--- config.mk ---
export PLATFORM = sky130hd
export DESIGN_NAME = sm83_low_quadrant_executor
export DESIGN_NICKNAME = d
export VERILOG_FILES = /design/src/design/sm83lq_pkg.sv /design/src/design/sm83lq_decode.sv /design/src/design/sm83lq_fifo.sv /design/src/design/sm83lq_execute.sv /design/src/design/sm83_low_quadrant_executor.sv
export VERILOG_INCLUDE_DIRS = /design/src /design/src/design
export SDC_FILE = /design/constraint.sdc
export NUM_CORES = 1
export LEC_CHECK = 0
export BUFFER_PORTS_ARGS = -buffer_cell sky130_fd_sc_hd__buf_2
export CORE_UTILIZATION = 55
export CTS_BUF_LIST = sky130_fd_sc_hd__clkbuf_4
export DETAILED_ROUTE_END_ITERATION = 10
export GPL_ROUTABILITY_DRIVEN = 0
export GPL_TIMING_DRIVEN = 0
export MAX_ROUTING_LAYER = met4
export PLACE_DENSITY = 0.73
export SYNTH_ARGS = -nofsm -noshare
export SYNTH_HDL_FRONTEND = slang
export SYNTH_SLANG_ARGS = --single-unit
--- constraint.sdc ---
create_clock -name clk -period 5.8 [get_ports clk]
set_clock_uncertainty 0.2 [all_clocks]
set_input_delay 0.87 -clock clk [delete_from_list [all_inputs] [get_ports clk]]
set_output_delay 0.87 -clock clk [all_outputs]
set_load 0.02 [all_outputs]
--- src/design/assert_macros.svh ---
// Assertion macros shared by the executor modules.
`ifndef ASSERT_MACROS_SVH
`define ASSERT_MACROS_SVH

// Consequent must hold whenever the antecedent holds (same cycle).
`define ASSERT_IMPLY(lbl, aclk, arst_n, ante, cons) \
    lbl: assert property (@(posedge aclk) disable iff (!arst_n) (ante) |-> (cons)) \
        else $error("%m: implication failed");

// Condition must never be true at a clock edge.
`define ASSERT_NEVER(lbl, aclk, arst_n, cond) \
    lbl: assert property (@(posedge aclk) disable iff (!arst_n) !(cond)) \
        else $error("%m: forbidden condition seen");

`endif

--- src/design/sm83lq_pkg.sv ---
// Shared types, codes and constants of the SM83 low-quadrant executor.
package sm83lq_pkg;

    // Stream widths
    localparam int S_DATA_W = 32;
    localparam int M_DATA_W = 64;
    localparam int RES_BITS = 57;

    // Queue between decode and execute
    localparam int QUEUE_DEPTH_DEF = 2;

    // Bus access codes
    localparam logic [1:0] BUS_NONE  = 2'd0;
    localparam logic [1:0] BUS_READ  = 2'd1;
    localparam logic [1:0] BUS_WRITE = 2'd2;

    // Status codes
    localparam logic [1:0] ST_OK       = 2'd0;
    localparam logic [1:0] ST_UNSUP    = 2'd1;
    localparam logic [1:0] ST_BAD_KIND = 2'd2;

    // Flag bit positions (Z N H C)
    localparam int FLAG_Z = 3;
    localparam int FLAG_N = 2;
    localparam int FLAG_H = 1;
    localparam int FLAG_C = 0;

    // Reset values
    localparam logic [15:0] PC_RESET = 16'h0100;
    localparam logic [15:0] SP_RESET = 16'hFFFE;
    localparam logic [7:0]  A_RESET  = 8'h01;
    localparam logic [3:0]  F_RESET  = 4'hB;
    localparam logic [15:0] BC_RESET = 16'h0013;
    localparam logic [15:0] DE_RESET = 16'h00D8;
    localparam logic [15:0] HL_RESET = 16'h014D;

    // 8-bit register codes from opcode bits 5:3
    localparam logic [2:0] REG_B   = 3'd0;
    localparam logic [2:0] REG_C   = 3'd1;
    localparam logic [2:0] REG_D   = 3'd2;
    localparam logic [2:0] REG_E   = 3'd3;
    localparam logic [2:0] REG_H   = 3'd4;
    localparam logic [2:0] REG_L   = 3'd5;
    localparam logic [2:0] REG_MEM = 3'd6;
    localparam logic [2:0] REG_A   = 3'd7;

    // Register pair codes from opcode bits 5:4
    localparam logic [1:0] PAIR_BC = 2'd0;
    localparam logic [1:0] PAIR_DE = 2'd1;
    localparam logic [1:0] PAIR_HL = 2'd2;
    localparam logic [1:0] PAIR_SP = 2'd3;

    // Relative jump conditions from opcode bits 5:3
    localparam logic [2:0] JRC_ALWAYS = 3'd3;
    localparam logic [2:0] JRC_NZ     = 3'd4;
    localparam logic [2:0] JRC_Z      = 3'd5;
    localparam logic [2:0] JRC_NC     = 3'd6;
    localparam logic [2:0] JRC_C      = 3'd7;

    // Opcodes decoded one by one
    localparam logic [7:0] OP_NOP       = 8'h00;
    localparam logic [7:0] OP_LD_A16_SP = 8'h08;
    localparam logic [7:0] OP_STOP      = 8'h10;
    localparam logic [7:0] OP_JR        = 8'h18;
    localparam logic [7:0] OP_JR_NZ     = 8'h20;
    localparam logic [7:0] OP_JR_Z      = 8'h28;
    localparam logic [7:0] OP_JR_NC     = 8'h30;
    localparam logic [7:0] OP_JR_C      = 8'h38;
    localparam logic [7:0] OP_RLCA      = 8'h07;
    localparam logic [7:0] OP_RRCA      = 8'h0F;
    localparam logic [7:0] OP_RLA       = 8'h17;
    localparam logic [7:0] OP_RRA       = 8'h1F;
    localparam logic [7:0] OP_DAA       = 8'h27;
    localparam logic [7:0] OP_CPL       = 8'h2F;
    localparam logic [7:0] OP_SCF       = 8'h37;
    localparam logic [7:0] OP_CCF       = 8'h3F;

    // DAA adjust constants
    localparam logic [7:0] DAA_LO_ADJ = 8'h06;
    localparam logic [7:0] DAA_HI_ADJ = 8'h60;
    localparam logic [7:0] DAA_HI_MAX = 8'h99;
    localparam logic [3:0] DAA_LO_MAX = 4'h9;

    // Instruction classes produced by decode
    typedef enum logic [4:0] {
        CLS_UNSUP,
        CLS_RESP,
        CLS_NOP,
        CLS_LDSP,
        CLS_STOP,
        CLS_JR,
        CLS_LD16,
        CLS_STORE,
        CLS_LOAD,
        CLS_INC16,
        CLS_DEC16,
        CLS_INC8,
        CLS_DEC8,
        CLS_INCM,
        CLS_DECM,
        CLS_LD8,
        CLS_STM,
        CLS_RLCA,
        CLS_RRCA,
        CLS_RLA,
        CLS_RRA,
        CLS_DAA,
        CLS_CPL,
        CLS_SCF,
        CLS_CCF
    } cls_t;

    // One decoded item as it sits in the queue
    typedef struct packed {
        cls_t        cls;
        logic [1:0]  row;
        logic [2:0]  code;
        logic [1:0]  len;
        logic [15:0] imm;
        logic [7:0]  rdata;
    } uop_t;

endpackage

--- src/design/sm83lq_decode.sv ---
// Front end: accepts stream transactions and classifies them into queue entries.
module sm83lq_decode (
    input  logic                           s_tvalid,
    output logic                           s_tready,
    input  logic [sm83lq_pkg::S_DATA_W-1:0] s_tdata,  // opcode[7:0], immediate[23:8], read_data[31:24]
    input  logic                           s_tuser,  // kind
    input  logic                           q_full,
    output logic                           push,
    output sm83lq_pkg::uop_t               uop
);
    import sm83lq_pkg::*;

    logic [7:0] opc;
    logic [3:0] col;

    assign opc      = s_tdata[7:0];
    assign col      = opc[3:0];
    assign s_tready = !q_full;
    assign push     = s_tvalid && !q_full;

    // Opcode classification and instruction length
    always_comb
    begin
        uop.cls   = CLS_UNSUP;
        uop.row   = opc[5:4];
        uop.code  = opc[5:3];
        uop.len   = 2'd0;
        uop.imm   = s_tdata[23:8];
        uop.rdata = s_tdata[31:24];
        if (s_tuser) begin
            uop.cls = CLS_RESP;
        end
        else if (opc[7:6] != 2'b00 || col == 4'h9) begin
            uop.cls = CLS_UNSUP;
        end
        else begin
            case (col)
                4'h0, 4'h8:
                begin
                    case (opc)
                        OP_NOP:
                        begin
                            uop.cls = CLS_NOP;
                            uop.len = 2'd1;
                        end
                        OP_LD_A16_SP:
                        begin
                            uop.cls = CLS_LDSP;
                            uop.len = 2'd3;
                        end
                        OP_STOP:
                        begin
                            uop.cls = CLS_STOP;
                            uop.len = 2'd2;
                        end
                        OP_JR, OP_JR_NZ, OP_JR_Z, OP_JR_NC, OP_JR_C:
                        begin
                            uop.cls = CLS_JR;
                            uop.len = 2'd2;
                        end
                        default: uop.cls = CLS_UNSUP;
                    endcase
                end
                4'h1:
                begin
                    uop.cls = CLS_LD16;
                    uop.len = 2'd3;
                end
                4'h2:
                begin
                    uop.cls = CLS_STORE;
                    uop.len = 2'd1;
                end
                4'hA:
                begin
                    uop.cls = CLS_LOAD;
                    uop.len = 2'd1;
                end
                4'h3:
                begin
                    uop.cls = CLS_INC16;
                    uop.len = 2'd1;
                end
                4'hB:
                begin
                    uop.cls = CLS_DEC16;
                    uop.len = 2'd1;
                end
                4'h4, 4'hC:
                begin
                    uop.cls = (opc[5:3] == REG_MEM) ? CLS_INCM : CLS_INC8;
                    uop.len = 2'd1;
                end
                4'h5, 4'hD:
                begin
                    uop.cls = (opc[5:3] == REG_MEM) ? CLS_DECM : CLS_DEC8;
                    uop.len = 2'd1;
                end
                4'h6, 4'hE:
                begin
                    uop.cls = (opc[5:3] == REG_MEM) ? CLS_STM : CLS_LD8;
                    uop.len = 2'd2;
                end
                4'h7, 4'hF:
                begin
                    uop.len = 2'd1;
                    case (opc)
                        OP_RLCA: uop.cls = CLS_RLCA;
                        OP_RRCA: uop.cls = CLS_RRCA;
                        OP_RLA:  uop.cls = CLS_RLA;
                        OP_RRA:  uop.cls = CLS_RRA;
                        OP_DAA:  uop.cls = CLS_DAA;
                        OP_CPL:  uop.cls = CLS_CPL;
                        OP_SCF:  uop.cls = CLS_SCF;
                        OP_CCF:  uop.cls = CLS_CCF;
                        default: uop.cls = CLS_UNSUP;
                    endcase
                end
                default: uop.cls = CLS_UNSUP;
            endcase
        end
    end

endmodule

--- src/design/sm83lq_fifo.sv ---
// Short queue of decoded items between the front end and the execute stage.
module sm83lq_fifo #(
    parameter int DEPTH = sm83lq_pkg::QUEUE_DEPTH_DEF
) (
    input  logic             clk,
    input  logic             rst_n,
    input  logic             push,
    input  sm83lq_pkg::uop_t push_uop,
    output logic             full,
    input  logic             pop,
    output logic             head_valid,
    output sm83lq_pkg::uop_t head_uop
);
    import sm83lq_pkg::*;

    `include "assert_macros.svh"

    localparam int PTR_W = (DEPTH > 1) ? $clog2(DEPTH) : 1;
    localparam int CNT_W = $clog2(DEPTH + 1);

    uop_t             entries_reg [DEPTH];
    logic [PTR_W-1:0] wr_ptr_reg, wr_ptr_next;
    logic [PTR_W-1:0] rd_ptr_reg, rd_ptr_next;
    logic [CNT_W-1:0] count_reg, count_next;

    assign full       = (count_reg == CNT_W'(DEPTH));
    assign head_valid = (count_reg != '0);
    assign head_uop   = entries_reg[rd_ptr_reg];

    // Pointer and count update
    always_comb
    begin
        wr_ptr_next = wr_ptr_reg;
        rd_ptr_next = rd_ptr_reg;
        count_next  = count_reg;
        if (push) begin
            wr_ptr_next = (wr_ptr_reg == PTR_W'(DEPTH - 1)) ? '0 : wr_ptr_reg + 1'b1;
        end
        if (pop) begin
            rd_ptr_next = (rd_ptr_reg == PTR_W'(DEPTH - 1)) ? '0 : rd_ptr_reg + 1'b1;
        end
        case ({push, pop})
            2'b10:   count_next = count_reg + 1'b1;
            2'b01:   count_next = count_reg - 1'b1;
            default: count_next = count_reg;
        endcase
    end

    always_ff @(posedge clk or negedge rst_n)
    begin
        if (!rst_n) begin
            wr_ptr_reg <= '0;
            rd_ptr_reg <= '0;
            count_reg  <= '0;
        end
        else begin
            wr_ptr_reg <= wr_ptr_next;
            rd_ptr_reg <= rd_ptr_next;
            count_reg  <= count_next;
        end
    end

    // Entry storage, no reset needed
    always_ff @(posedge clk)
    begin
        if (push) begin
            entries_reg[wr_ptr_reg] <= push_uop;
        end
    end

    `ASSERT_NEVER(a_no_overflow, clk, rst_n, push && full)
    `ASSERT_NEVER(a_no_underflow, clk, rst_n, pop && !head_valid)

endmodule

--- src/design/sm83lq_execute.sv ---
// Back end: executes queued items on the CPU state and registers the results.
module sm83lq_execute (
    input  logic                            clk,
    input  logic                            rst_n,
    input  logic                            q_valid,
    input  sm83lq_pkg::uop_t                q_uop,
    output logic                            pop,
    output logic                            m_tvalid,
    input  logic                            m_tready,
    output logic [sm83lq_pkg::M_DATA_W-1:0] m_tdata,  // bus_op[1:0], bus_addr[17:2],
                                                      // bus_wdata[25:18], status[27:26],
                                                      // prog_counter[43:28], accumulator[51:44],
                                                      // flag_bits[55:52], is_stopped[56]
    output logic                            m_tlast   // last
);
    import sm83lq_pkg::*;

    `include "assert_macros.svh"

    typedef enum logic [1:0] {
        PEND_NONE,
        PEND_LOAD_A,
        PEND_INC_M,
        PEND_DEC_M
    } pend_t;

    // Architectural state
    logic [15:0] pc_reg, pc_next;
    logic [15:0] sp_reg, sp_next;
    logic [7:0]  a_reg, a_next;
    logic [7:0]  b_reg, b_next;
    logic [7:0]  c_reg, c_next;
    logic [7:0]  d_reg, d_next;
    logic [7:0]  e_reg, e_next;
    logic [7:0]  h_reg, h_next;
    logic [7:0]  l_reg, l_next;
    logic [3:0]  f_reg, f_next;
    logic        stop_reg, stop_next;
    pend_t       pend_reg, pend_next;

    // Second half of LD (a16),SP still owed
    logic        phase2_reg, phase2_next;

    // Output register
    logic                out_valid_reg, out_valid_next;
    logic [M_DATA_W-1:0] out_data_reg, out_data_next;
    logic                out_last_reg, out_last_next;

    // Result fields of the current step
    logic [1:0]  r_op;
    logic [15:0] r_addr;
    logic [7:0]  r_wdata;
    logic [1:0]  r_status;
    logic        r_last;

    logic        adv;
    logic        issue;
    logic        is_double;
    logic [15:0] hl;
    logic [15:0] pair_val;
    logic [15:0] pc_step;
    logic [7:0]  r8;
    logic [7:0]  v8;
    logic [7:0]  daa_adj;
    logic [7:0]  daa_res;
    logic        daa_c;
    logic        take;
    logic        cin;

    assign hl        = {h_reg, l_reg};
    assign pc_step   = pc_reg + {14'd0, q_uop.len};
    assign cin       = f_reg[FLAG_C];
    assign adv       = !out_valid_reg || m_tready;
    assign issue     = adv && (phase2_reg || q_valid);
    assign is_double = (q_uop.cls == CLS_LDSP) && (pend_reg == PEND_NONE);
    assign pop       = issue && (phase2_reg || !is_double);

    assign m_tvalid = out_valid_reg;
    assign m_tdata  = out_data_reg;
    assign m_tlast  = out_last_reg;

    // Operand selection
    always_comb
    begin
        case (q_uop.row)
            PAIR_BC: pair_val = {b_reg, c_reg};
            PAIR_DE: pair_val = {d_reg, e_reg};
            PAIR_HL: pair_val = hl;
            default: pair_val = sp_reg;
        endcase
        case (q_uop.code)
            REG_B:   r8 = b_reg;
            REG_C:   r8 = c_reg;
            REG_D:   r8 = d_reg;
            REG_E:   r8 = e_reg;
            REG_H:   r8 = h_reg;
            REG_L:   r8 = l_reg;
            REG_A:   r8 = a_reg;
            default: r8 = 8'h00;
        endcase
        case (q_uop.code)
            JRC_ALWAYS: take = 1'b1;
            JRC_NZ:     take = !f_reg[FLAG_Z];
            JRC_Z:      take = f_reg[FLAG_Z];
            JRC_NC:     take = !f_reg[FLAG_C];
            default:    take = f_reg[FLAG_C];
        endcase
    end

    // Decimal adjust of A
    always_comb
    begin
        daa_adj = 8'h00;
        daa_c   = f_reg[FLAG_C];
        if (f_reg[FLAG_N]) begin
            if (f_reg[FLAG_H]) daa_adj = daa_adj | DAA_LO_ADJ;
            if (f_reg[FLAG_C]) daa_adj = daa_adj | DAA_HI_ADJ;
            daa_res = a_reg - daa_adj;
        end
        else begin
            if (f_reg[FLAG_H] || a_reg[3:0] > DAA_LO_MAX) daa_adj = daa_adj | DAA_LO_ADJ;
            if (f_reg[FLAG_C] || a_reg > DAA_HI_MAX) begin
                daa_adj = daa_adj | DAA_HI_ADJ;
                daa_c   = 1'b1;
            end
            daa_res = a_reg + daa_adj;
        end
    end

    // Execute one step
    always_comb
    begin
        pc_next   = pc_reg;
        sp_next   = sp_reg;
        a_next    = a_reg;
        b_next    = b_reg;
        c_next    = c_reg;
        d_next    = d_reg;
        e_next    = e_reg;
        h_next    = h_reg;
        l_next    = l_reg;
        f_next    = f_reg;
        stop_next = stop_reg;
        pend_next = pend_reg;
        r_op      = BUS_NONE;
        r_addr    = 16'h0000;
        r_wdata   = 8'h00;
        r_status  = ST_OK;
        r_last    = 1'b1;
        v8        = 8'h00;

        if (phase2_reg) begin
            // high byte of SP, state already updated
            r_op    = BUS_WRITE;
            r_addr  = q_uop.imm + 16'd1;
            r_wdata = sp_reg[15:8];
        end
        else if (q_uop.cls == CLS_RESP) begin
            case (pend_reg)
                PEND_NONE:   r_status = ST_BAD_KIND;
                PEND_LOAD_A:
                begin
                    a_next    = q_uop.rdata;
                    pend_next = PEND_NONE;
                end
                PEND_INC_M:
                begin
                    v8        = q_uop.rdata + 8'd1;
                    f_next    = {v8 == 8'h00, 1'b0, q_uop.rdata[3:0] == 4'hF, f_reg[FLAG_C]};
                    pend_next = PEND_NONE;
                    r_op      = BUS_WRITE;
                    r_addr    = hl;
                    r_wdata   = v8;
                end
                default:
                begin
                    v8        = q_uop.rdata - 8'd1;
                    f_next    = {v8 == 8'h00, 1'b1, q_uop.rdata[3:0] == 4'h0, f_reg[FLAG_C]};
                    pend_next = PEND_NONE;
                    r_op      = BUS_WRITE;
                    r_addr    = hl;
                    r_wdata   = v8;
                end
            endcase
        end
        else if (pend_reg != PEND_NONE) begin
            r_status = ST_BAD_KIND;
        end
        else if (q_uop.cls == CLS_UNSUP) begin
            r_status = ST_UNSUP;
        end
        else begin
            pc_next = pc_step;
            case (q_uop.cls)
                CLS_LDSP:
                begin
                    r_op    = BUS_WRITE;
                    r_addr  = q_uop.imm;
                    r_wdata = sp_reg[7:0];
                    r_last  = 1'b0;
                end
                CLS_STOP: stop_next = 1'b1;
                CLS_JR:
                begin
                    if (take) pc_next = pc_step + {{8{q_uop.imm[7]}}, q_uop.imm[7:0]};
                end
                CLS_LD16, CLS_INC16, CLS_DEC16:
                begin
                    if (q_uop.cls == CLS_LD16) begin
                        v8 = 8'h00;
                    end
                    case (q_uop.row)
                        PAIR_BC: {b_next, c_next} = (q_uop.cls == CLS_LD16) ? q_uop.imm :
                                 (q_uop.cls == CLS_INC16) ? pair_val + 16'd1 : pair_val - 16'd1;
                        PAIR_DE: {d_next, e_next} = (q_uop.cls == CLS_LD16) ? q_uop.imm :
                                 (q_uop.cls == CLS_INC16) ? pair_val + 16'd1 : pair_val - 16'd1;
                        PAIR_HL: {h_next, l_next} = (q_uop.cls == CLS_LD16) ? q_uop.imm :
                                 (q_uop.cls == CLS_INC16) ? pair_val + 16'd1 : pair_val - 16'd1;
                        default: sp_next = (q_uop.cls == CLS_LD16) ? q_uop.imm :
                                 (q_uop.cls == CLS_INC16) ? pair_val + 16'd1 : pair_val - 16'd1;
                    endcase
                end
                CLS_STORE, CLS_LOAD:
                begin
                    // (BC), (DE), (HL+), (HL-)
                    r_addr = (q_uop.row == PAIR_BC || q_uop.row == PAIR_DE) ? pair_val : hl;
                    if (q_uop.row == PAIR_HL) {h_next, l_next} = hl + 16'd1;
                    if (q_uop.row == PAIR_SP) {h_next, l_next} = hl - 16'd1;
                    if (q_uop.cls == CLS_STORE) begin
                        r_op    = BUS_WRITE;
                        r_wdata = a_reg;
                    end
                    else begin
                        r_op      = BUS_READ;
                        pend_next = PEND_LOAD_A;
                    end
                end
                CLS_INCM, CLS_DECM:
                begin
                    r_op      = BUS_READ;
                    r_addr    = hl;
                    pend_next = (q_uop.cls == CLS_INCM) ? PEND_INC_M : PEND_DEC_M;
                end
                CLS_INC8, CLS_DEC8, CLS_LD8:
                begin
                    if (q_uop.cls == CLS_INC8) begin
                        v8     = r8 + 8'd1;
                        f_next = {v8 == 8'h00, 1'b0, r8[3:0] == 4'hF, f_reg[FLAG_C]};
                    end
                    else if (q_uop.cls == CLS_DEC8) begin
                        v8     = r8 - 8'd1;
                        f_next = {v8 == 8'h00, 1'b1, r8[3:0] == 4'h0, f_reg[FLAG_C]};
                    end
                    else begin
                        v8 = q_uop.imm[7:0];
                    end
                    case (q_uop.code)
                        REG_B:   b_next = v8;
                        REG_C:   c_next = v8;
                        REG_D:   d_next = v8;
                        REG_E:   e_next = v8;
                        REG_H:   h_next = v8;
                        REG_L:   l_next = v8;
                        REG_A:   a_next = v8;
                        default: a_next = a_reg;
                    endcase
                end
                CLS_STM:
                begin
                    r_op    = BUS_WRITE;
                    r_addr  = hl;
                    r_wdata = q_uop.imm[7:0];
                end
                CLS_RLCA:
                begin
                    a_next = {a_reg[6:0], a_reg[7]};
                    f_next = {3'b000, a_reg[7]};
                end
                CLS_RRCA:
                begin
                    a_next = {a_reg[0], a_reg[7:1]};
                    f_next = {3'b000, a_reg[0]};
                end
                CLS_RLA:
                begin
                    a_next = {a_reg[6:0], cin};
                    f_next = {3'b000, a_reg[7]};
                end
                CLS_RRA:
                begin
                    a_next = {cin, a_reg[7:1]};
                    f_next = {3'b000, a_reg[0]};
                end
                CLS_DAA:
                begin
                    a_next = daa_res;
                    f_next = {daa_res == 8'h00, f_reg[FLAG_N], 1'b0, daa_c};
                end
                CLS_CPL:
                begin
                    a_next = ~a_reg;
                    f_next = {f_reg[FLAG_Z], 1'b1, 1'b1, f_reg[FLAG_C]};
                end
                CLS_SCF:  f_next = {f_reg[FLAG_Z], 3'b001};
                CLS_CCF:  f_next = {f_reg[FLAG_Z], 2'b00, !cin};
                default:  pc_next = pc_step;
            endcase
        end
    end

    // Output register load
    always_comb
    begin
        out_valid_next = out_valid_reg;
        out_data_next  = out_data_reg;
        out_last_next  = out_last_reg;
        phase2_next    = phase2_reg;
        if (issue) begin
            out_valid_next = 1'b1;
            out_data_next  = {{(M_DATA_W - RES_BITS){1'b0}}, stop_next, f_next, a_next,
                              pc_next, r_status, r_wdata, r_addr, r_op};
            out_last_next  = r_last;
            phase2_next    = phase2_reg ? 1'b0 : is_double;
        end
        else if (m_tready) begin
            out_valid_next = 1'b0;
        end
    end

    // State and registered outputs
    always_ff @(posedge clk or negedge rst_n)
    begin
        if (!rst_n) begin
            pc_reg        <= PC_RESET;
            sp_reg        <= SP_RESET;
            a_reg         <= A_RESET;
            {b_reg, c_reg} <= BC_RESET;
            {d_reg, e_reg} <= DE_RESET;
            {h_reg, l_reg} <= HL_RESET;
            f_reg         <= F_RESET;
            stop_reg      <= 1'b0;
            pend_reg      <= PEND_NONE;
            phase2_reg    <= 1'b0;
            out_valid_reg <= 1'b0;
            out_data_reg  <= '0;
            out_last_reg  <= 1'b0;
        end
        else begin
            if (issue && !phase2_reg) begin
                pc_reg   <= pc_next;
                sp_reg   <= sp_next;
                a_reg    <= a_next;
                b_reg    <= b_next;
                c_reg    <= c_next;
                d_reg    <= d_next;
                e_reg    <= e_next;
                h_reg    <= h_next;
                l_reg    <= l_next;
                f_reg    <= f_next;
                stop_reg <= stop_next;
                pend_reg <= pend_next;
            end
            phase2_reg    <= phase2_next;
            out_valid_reg <= out_valid_next;
            out_data_reg  <= out_data_next;
            out_last_reg  <= out_last_next;
        end
    end

    // A non-final result is always followed by its second half
    `ASSERT_IMPLY(a_split_owed, clk, rst_n, out_valid_reg && !out_last_reg, phase2_reg)
    // The split instruction stays at the queue head until its second half goes out
    `ASSERT_IMPLY(a_phase2_head, clk, rst_n, phase2_reg, q_valid && q_uop.cls == CLS_LDSP)

endmodule

--- src/design/sm83_low_quadrant_executor.sv ---
// Top level of the SM83 low-quadrant executor: decode, queue and execute stages.
//
// Usage:
//   Slave stream (s_*) carries one item per transaction: an instruction
//   (s_tuser = 0, opcode and immediate) or the byte answering a bus read
//   request (s_tuser = 1, read_data). Master stream (m_*) carries result
//   transactions: bus access, status and the PC, A, flags and stop state
//   after the step; m_tlast marks the final result of an input item.
//   Each accepted item is written into the queue, and the execute stage then
//   registers its result in the output register. Throughput: one item per
//   cycle while m_tready is high; LD (a16),SP yields two results. The rate
//   is set by the single output register, which moves one result per cycle.
//   The decode stage feeds a QUEUE_DEPTH entry queue, so s_tready stays high
//   while the queue has room even when m_tready is low; a stalled output
//   fills the queue and then drops s_tready.
//   Reset (rst_n low) empties the queue and output register and loads the
//   power-on CPU state: PC 0x0100, SP 0xFFFE, AF 0x01B0, BC 0x0013,
//   DE 0x00D8, HL 0x014D, no read pending, not stopped.
module sm83_low_quadrant_executor #(
    parameter int QUEUE_DEPTH = sm83lq_pkg::QUEUE_DEPTH_DEF
) (
    input  logic                            clk,
    input  logic                            rst_n,
    input  logic                            s_tvalid,
    output logic                            s_tready,
    input  logic [sm83lq_pkg::S_DATA_W-1:0] s_tdata,  // opcode[7:0], immediate[23:8],
                                                      // read_data[31:24]
    input  logic                            s_tuser,  // kind
    output logic                            m_tvalid,
    input  logic                            m_tready,
    output logic [sm83lq_pkg::M_DATA_W-1:0] m_tdata,  // bus_op[1:0], bus_addr[17:2],
                                                      // bus_wdata[25:18], status[27:26],
                                                      // prog_counter[43:28], accumulator[51:44],
                                                      // flag_bits[55:52], is_stopped[56]
    output logic                            m_tlast   // last
);
    import sm83lq_pkg::*;

    logic q_full;
    logic q_push;
    logic q_pop;
    logic q_valid;
    uop_t dec_uop;
    uop_t head_uop;

    // Front end
    sm83lq_decode u_decode (
        .s_tvalid (s_tvalid),
        .s_tready (s_tready),
        .s_tdata  (s_tdata),
        .s_tuser  (s_tuser),
        .q_full   (q_full),
        .push     (q_push),
        .uop      (dec_uop)
    );

    // Decoupling queue
    sm83lq_fifo #(
        .DEPTH (QUEUE_DEPTH)
    ) u_fifo (
        .clk        (clk),
        .rst_n      (rst_n),
        .push       (q_push),
        .push_uop   (dec_uop),
        .full       (q_full),
        .pop        (q_pop),
        .head_valid (q_valid),
        .head_uop   (head_uop)
    );

    // Back end
    sm83lq_execute u_execute (
        .clk      (clk),
        .rst_n    (rst_n),
        .q_valid  (q_valid),
        .q_uop    (head_uop),
        .pop      (q_pop),
        .m_tvalid (m_tvalid),
        .m_tready (m_tready),
        .m_tdata  (m_tdata),
        .m_tlast  (m_tlast)
    );

endmodule

==> impl_metrics.env <==
export IMPL_first_pass_grt_wire_length_um=87900
export IMPL_total_power_mw=12.5
export IMPL_floorplan_io_pins=104
export IMPL_routed_wl_um=57600
export IMPL_synth_ff_latch_count=227
export IMPL_routed_via_count=16600
export IMPL_synth_seq_area_share_pct=36.8
export IMPL_cts_setup_buffers=0
export IMPL_worst_endpoint_arrival_ps=6080
export IMPL_timing_critical_path_required_ps=6180
export IMPL_post_synth_fa_ha_maj_area_fraction_pct=4.77
export IMPL_place_hpwl_um=43100
export IMPL_drv_cap=0
export IMPL_placed_cell_area_mm2=0.0175
export IMPL_worstHoldPathType="primary input to flip-flop"
export IMPL_launching_element_of_the_worst_setup_path="u_fifo.rd_ptr_reg"
export IMPL_first_global_vias=15600
export IMPL_async_set_or_reset_register_ratio_after_synthesis_pct=70.0
export IMPL_portBuffers=94
export IMPL_remaining_drc_errors=0
export IMPL_drt_pass1_iter_count=7
export IMPL_hold_worst_slack_ps=143
export IMPL_timing_endpoint_of_the_critical_path="u_execute.d_reg[6]"
export IMPL_synth_lib_cells_used_distinct=95
export IMPL_final_setup_tns_ps=0
export IMPL_syn_mean_instance_area_um2=8.62
export IMPL_timing_final_max_slew_violations=0
export IMPL_worst_setup_path_type="flip-flop to flip-flop"
export IMPL_grt_usage_pct=38.4
export IMPL_flip_flop_count_of_the_largest_register_all_copies_and_words_added=68
export IMPL_critPathMaxFanout=10
export IMPL_reg_to_reg_start="u_fifo.rd_ptr_reg"
export IMPL_r2r_worst_path_cells=19
export IMPL_max_slew_margin_rel_pct=18.6
export IMPL_cts_sinks=227
export IMPL_synth_main_ff_cell="dfrtp_1"
export IMPL_post_synth_mux_area_share_pct=8.31
export IMPL_cts_made_buffers=66
export IMPL_clock_root_buffer="clkbuf_4"
export IMPL_antenna_found_initial=1
export IMPL_outcome="finished, final reports clean"
export IMPL_synth_xor_area_share_pct=4.79
export IMPL_layout_nets=2177
export IMPL_rrSetupSlack_ps=100
export IMPL_grt_start_max_net_pins=93
export IMPL_ir_drop_mv=0.291
export IMPL_synthToLayoutAreaGrowth_pct=11.7
export IMPL_rsz_0062_raised_after_global_routing="false"
export IMPL_finalHoldViolCount=0
export IMPL_final_layout_size_suffix_gt1_share_pct=16.7
export IMPL_clkTransAtPathRegs_ps=60
export IMPL_viasPerCell=6.59
export IMPL_ys_warn_count=0
export IMPL_wire_per_inst_um=22.9
export IMPL_grt_overflow=0
export IMPL_core_area_mm2=0.0291
export IMPL_die_height_um=175
export IMPL_fraction_of_the_mapped_netlist_area_in_compound_gates_pct=21.5
export IMPL_detail_route_antenna_nets=0
export IMPL_fin_crit_ps=5700
export IMPL_post_synth_edffs=68
export IMPL_clock_tree_buffer_depth=3
export IMPL_tritoncts_clock_tree="built"
export IMPL_die_w_um=175
export IMPL_final_area_mm2=0.0184
export IMPL_cts_max_level=3
export IMPL_std_cell_rows=62
export IMPL_largest_family_of_logic_cells_by_synthesized_area="compound AO/OA/AOI/OAI gates"
export IMPL_initial_utilization_pct=56.6
export IMPL_synthesis_area_mm2=0.0165
export IMPL_tightestPinTransition_ps=1220
export IMPL_final_period_utilization_pct=98.2
export IMPL_upper_clock_frequency_limit_mhz=176
export IMPL_final_setup_violation_count=0
export IMPL_crit_path_end_kind="flip-flop"
export IMPL_yosys_area_share_simple_pct=19.6
export IMPL_area_enclosed_by_the_die_boundary_mm2=0.0306
export IMPL_netlist_instances=1910
export IMPL_clock_insertion_delay_worst_skew_ps=730
export IMPL_worst_setup_path_start_kind="flip-flop"
export IMPL_first_iter_violations=2044
export IMPL_power_density_mw_per_mm2=678
export IMPL_ff_to_ff_end="u_execute.d_reg[6]"
export IMPL_leakage_nw=7.78
export IMPL_utilization_pct=63.2
==> logic make-up (layout without fill, tap and decap cells) <==
logic type                 after synthesis  in the layout
and+or+nand+nor                        706            706
AOI/OAI and AO/OA                      547            547
DFF                                    227            227
buffers and inverters                  155            368
muxes                                  123            123
xor gates and xnor gates                90             90
adders and majority gates               61             61
other                                    1              8
==> layer usage <==
layer,wire length (um),GRT usage [%]
met5,0,-
met4,3470,20.0
met3,7970,12.1
met2,23600,53.9
met1,22600,49.3
==> worst min path at each step <==
stage | start | to | slack, ps | cells after the start
after floorplan | u_execute.stop_reg | u_execute.stop_reg | 240 | 1
after global placement | u_execute.stop_reg | u_execute.stop_reg | 250 | 1
after detailed placement | u_execute.stop_reg | u_execute.stop_reg | 260 | 1
after CTS | s_tdata[14] | u_fifo.entries_reg[0][14] | 110 | 1
after global routing | s_tdata[14] | u_fifo.entries_reg[0][14] | 130 | 1
final | s_tdata[25] | u_fifo.entries_reg[1][1] | 140 | 1
==> critical path, stage by stage, from the launching register on <==
cell      delay [ps]
dfrtp_1          340
buf_6            160
mux2i_4          380
buf_2            300
buf_4            210
clkbuf_1         450
a21oi_1          280
nand2_1          150
nand2_1          120
fa_1             450
a21o_1           180
a21oi_1          290
o21ai_0          230
nand4_1          170
a21boi_0          90
o21a_1           200
or3_1            320
a31oi_1          480
mux2i_1          240
mux2_2           320
==> per-stage QoR <==
| step | instances | setup slack [ps] |
|---|---|---|
| CTS | 2514 | 74.4 |
| global route | 2514 | 19.7 |
| floorplan | 1916 | 416 |
| detailed placement | 2396 | -515 |
| finish | 2514 | 104 |
| global placement | 2394 | -485 |
==> final cells by class <==
type                            instances  area (um2)
Antenna cell                            1        2.50
Timing Repair Buffer                   97         538
Inverter                               31         116
Clock inverter                         24         150
Tap cell                              384         480
Buffer                                122         579
Sequential cell                       227        6060
Fill cell                            2581       10700
Clock buffer                           94         706
Multi-Input combinational cell       1534        9750
==> cell usage after synthesis, drive strengths merged (12+ instances only) <==
library cell,number,area share (%)
nand2,270,6.2
nor2,203,4.6
o21ai,160,4.9
dfrtp,127,19
a21oi,119,3.6
clkbuf,84,1.9
edfxtp,68,12
mux2,64,4.5
mux2i,59,3.8
ha,58,4.4
xnor2,53,2.8
a31oi,45,1.7
nand3,41,1.2
nor3,41,1.4
buf,40,1.6
xor2,37,2.0
dfstp,32,5.1
inv,30,0.68
a21o,27,1.2
and3,25,0.99
nand4,23,0.87
o22ai,19,0.72
a22oi,18,0.82
nand2b,16,0.61
a211oi,14,0.70
o21a,13,0.59
o221ai,13,0.69
or3,13,0.49
a221oi,12,0.64
and2,12,0.46
==> power breakdown <==
part	switching, mW	internal [mW]	total (mW)
combinational	5.45	2.70	8.15
sequential	0.452	2.29	2.75
clock	0.731	0.838	1.57
==> layout by cell type, fill, tap and decap left out, types with 18 or more instances in the layout <==
cell / n
xnor2_1: 53
xor2_1: 37
a22oi_1: 18
nand4_1: 23
mux2_2: 58
o22ai_1: 19
clkbuf_4: 94
o21ai_0: 153
mux2i_1: 56
dfrtp_1: 127
a21oi_1: 119
inv_1: 30
and3_1: 22
nor3_1: 37
nor2_1: 201
ha_1: 58
dfstp_2: 32
nand3_1: 41
nand2_1: 269
a31oi_1: 45
clkbuf_1: 84
a21o_1: 27
buf_2: 106
edfxtp_1: 68
==> repair_timing <==
action / in CTS / in global routing
hold endpoints to repair: 58 / 0
resized for setup: 7 / 4
pin swaps: 0 / 1
hold buffers: 1 / 0
endpoints found under the setup margin: 16 / 16
Note: power is estimated with default switching activity, not from simulation.
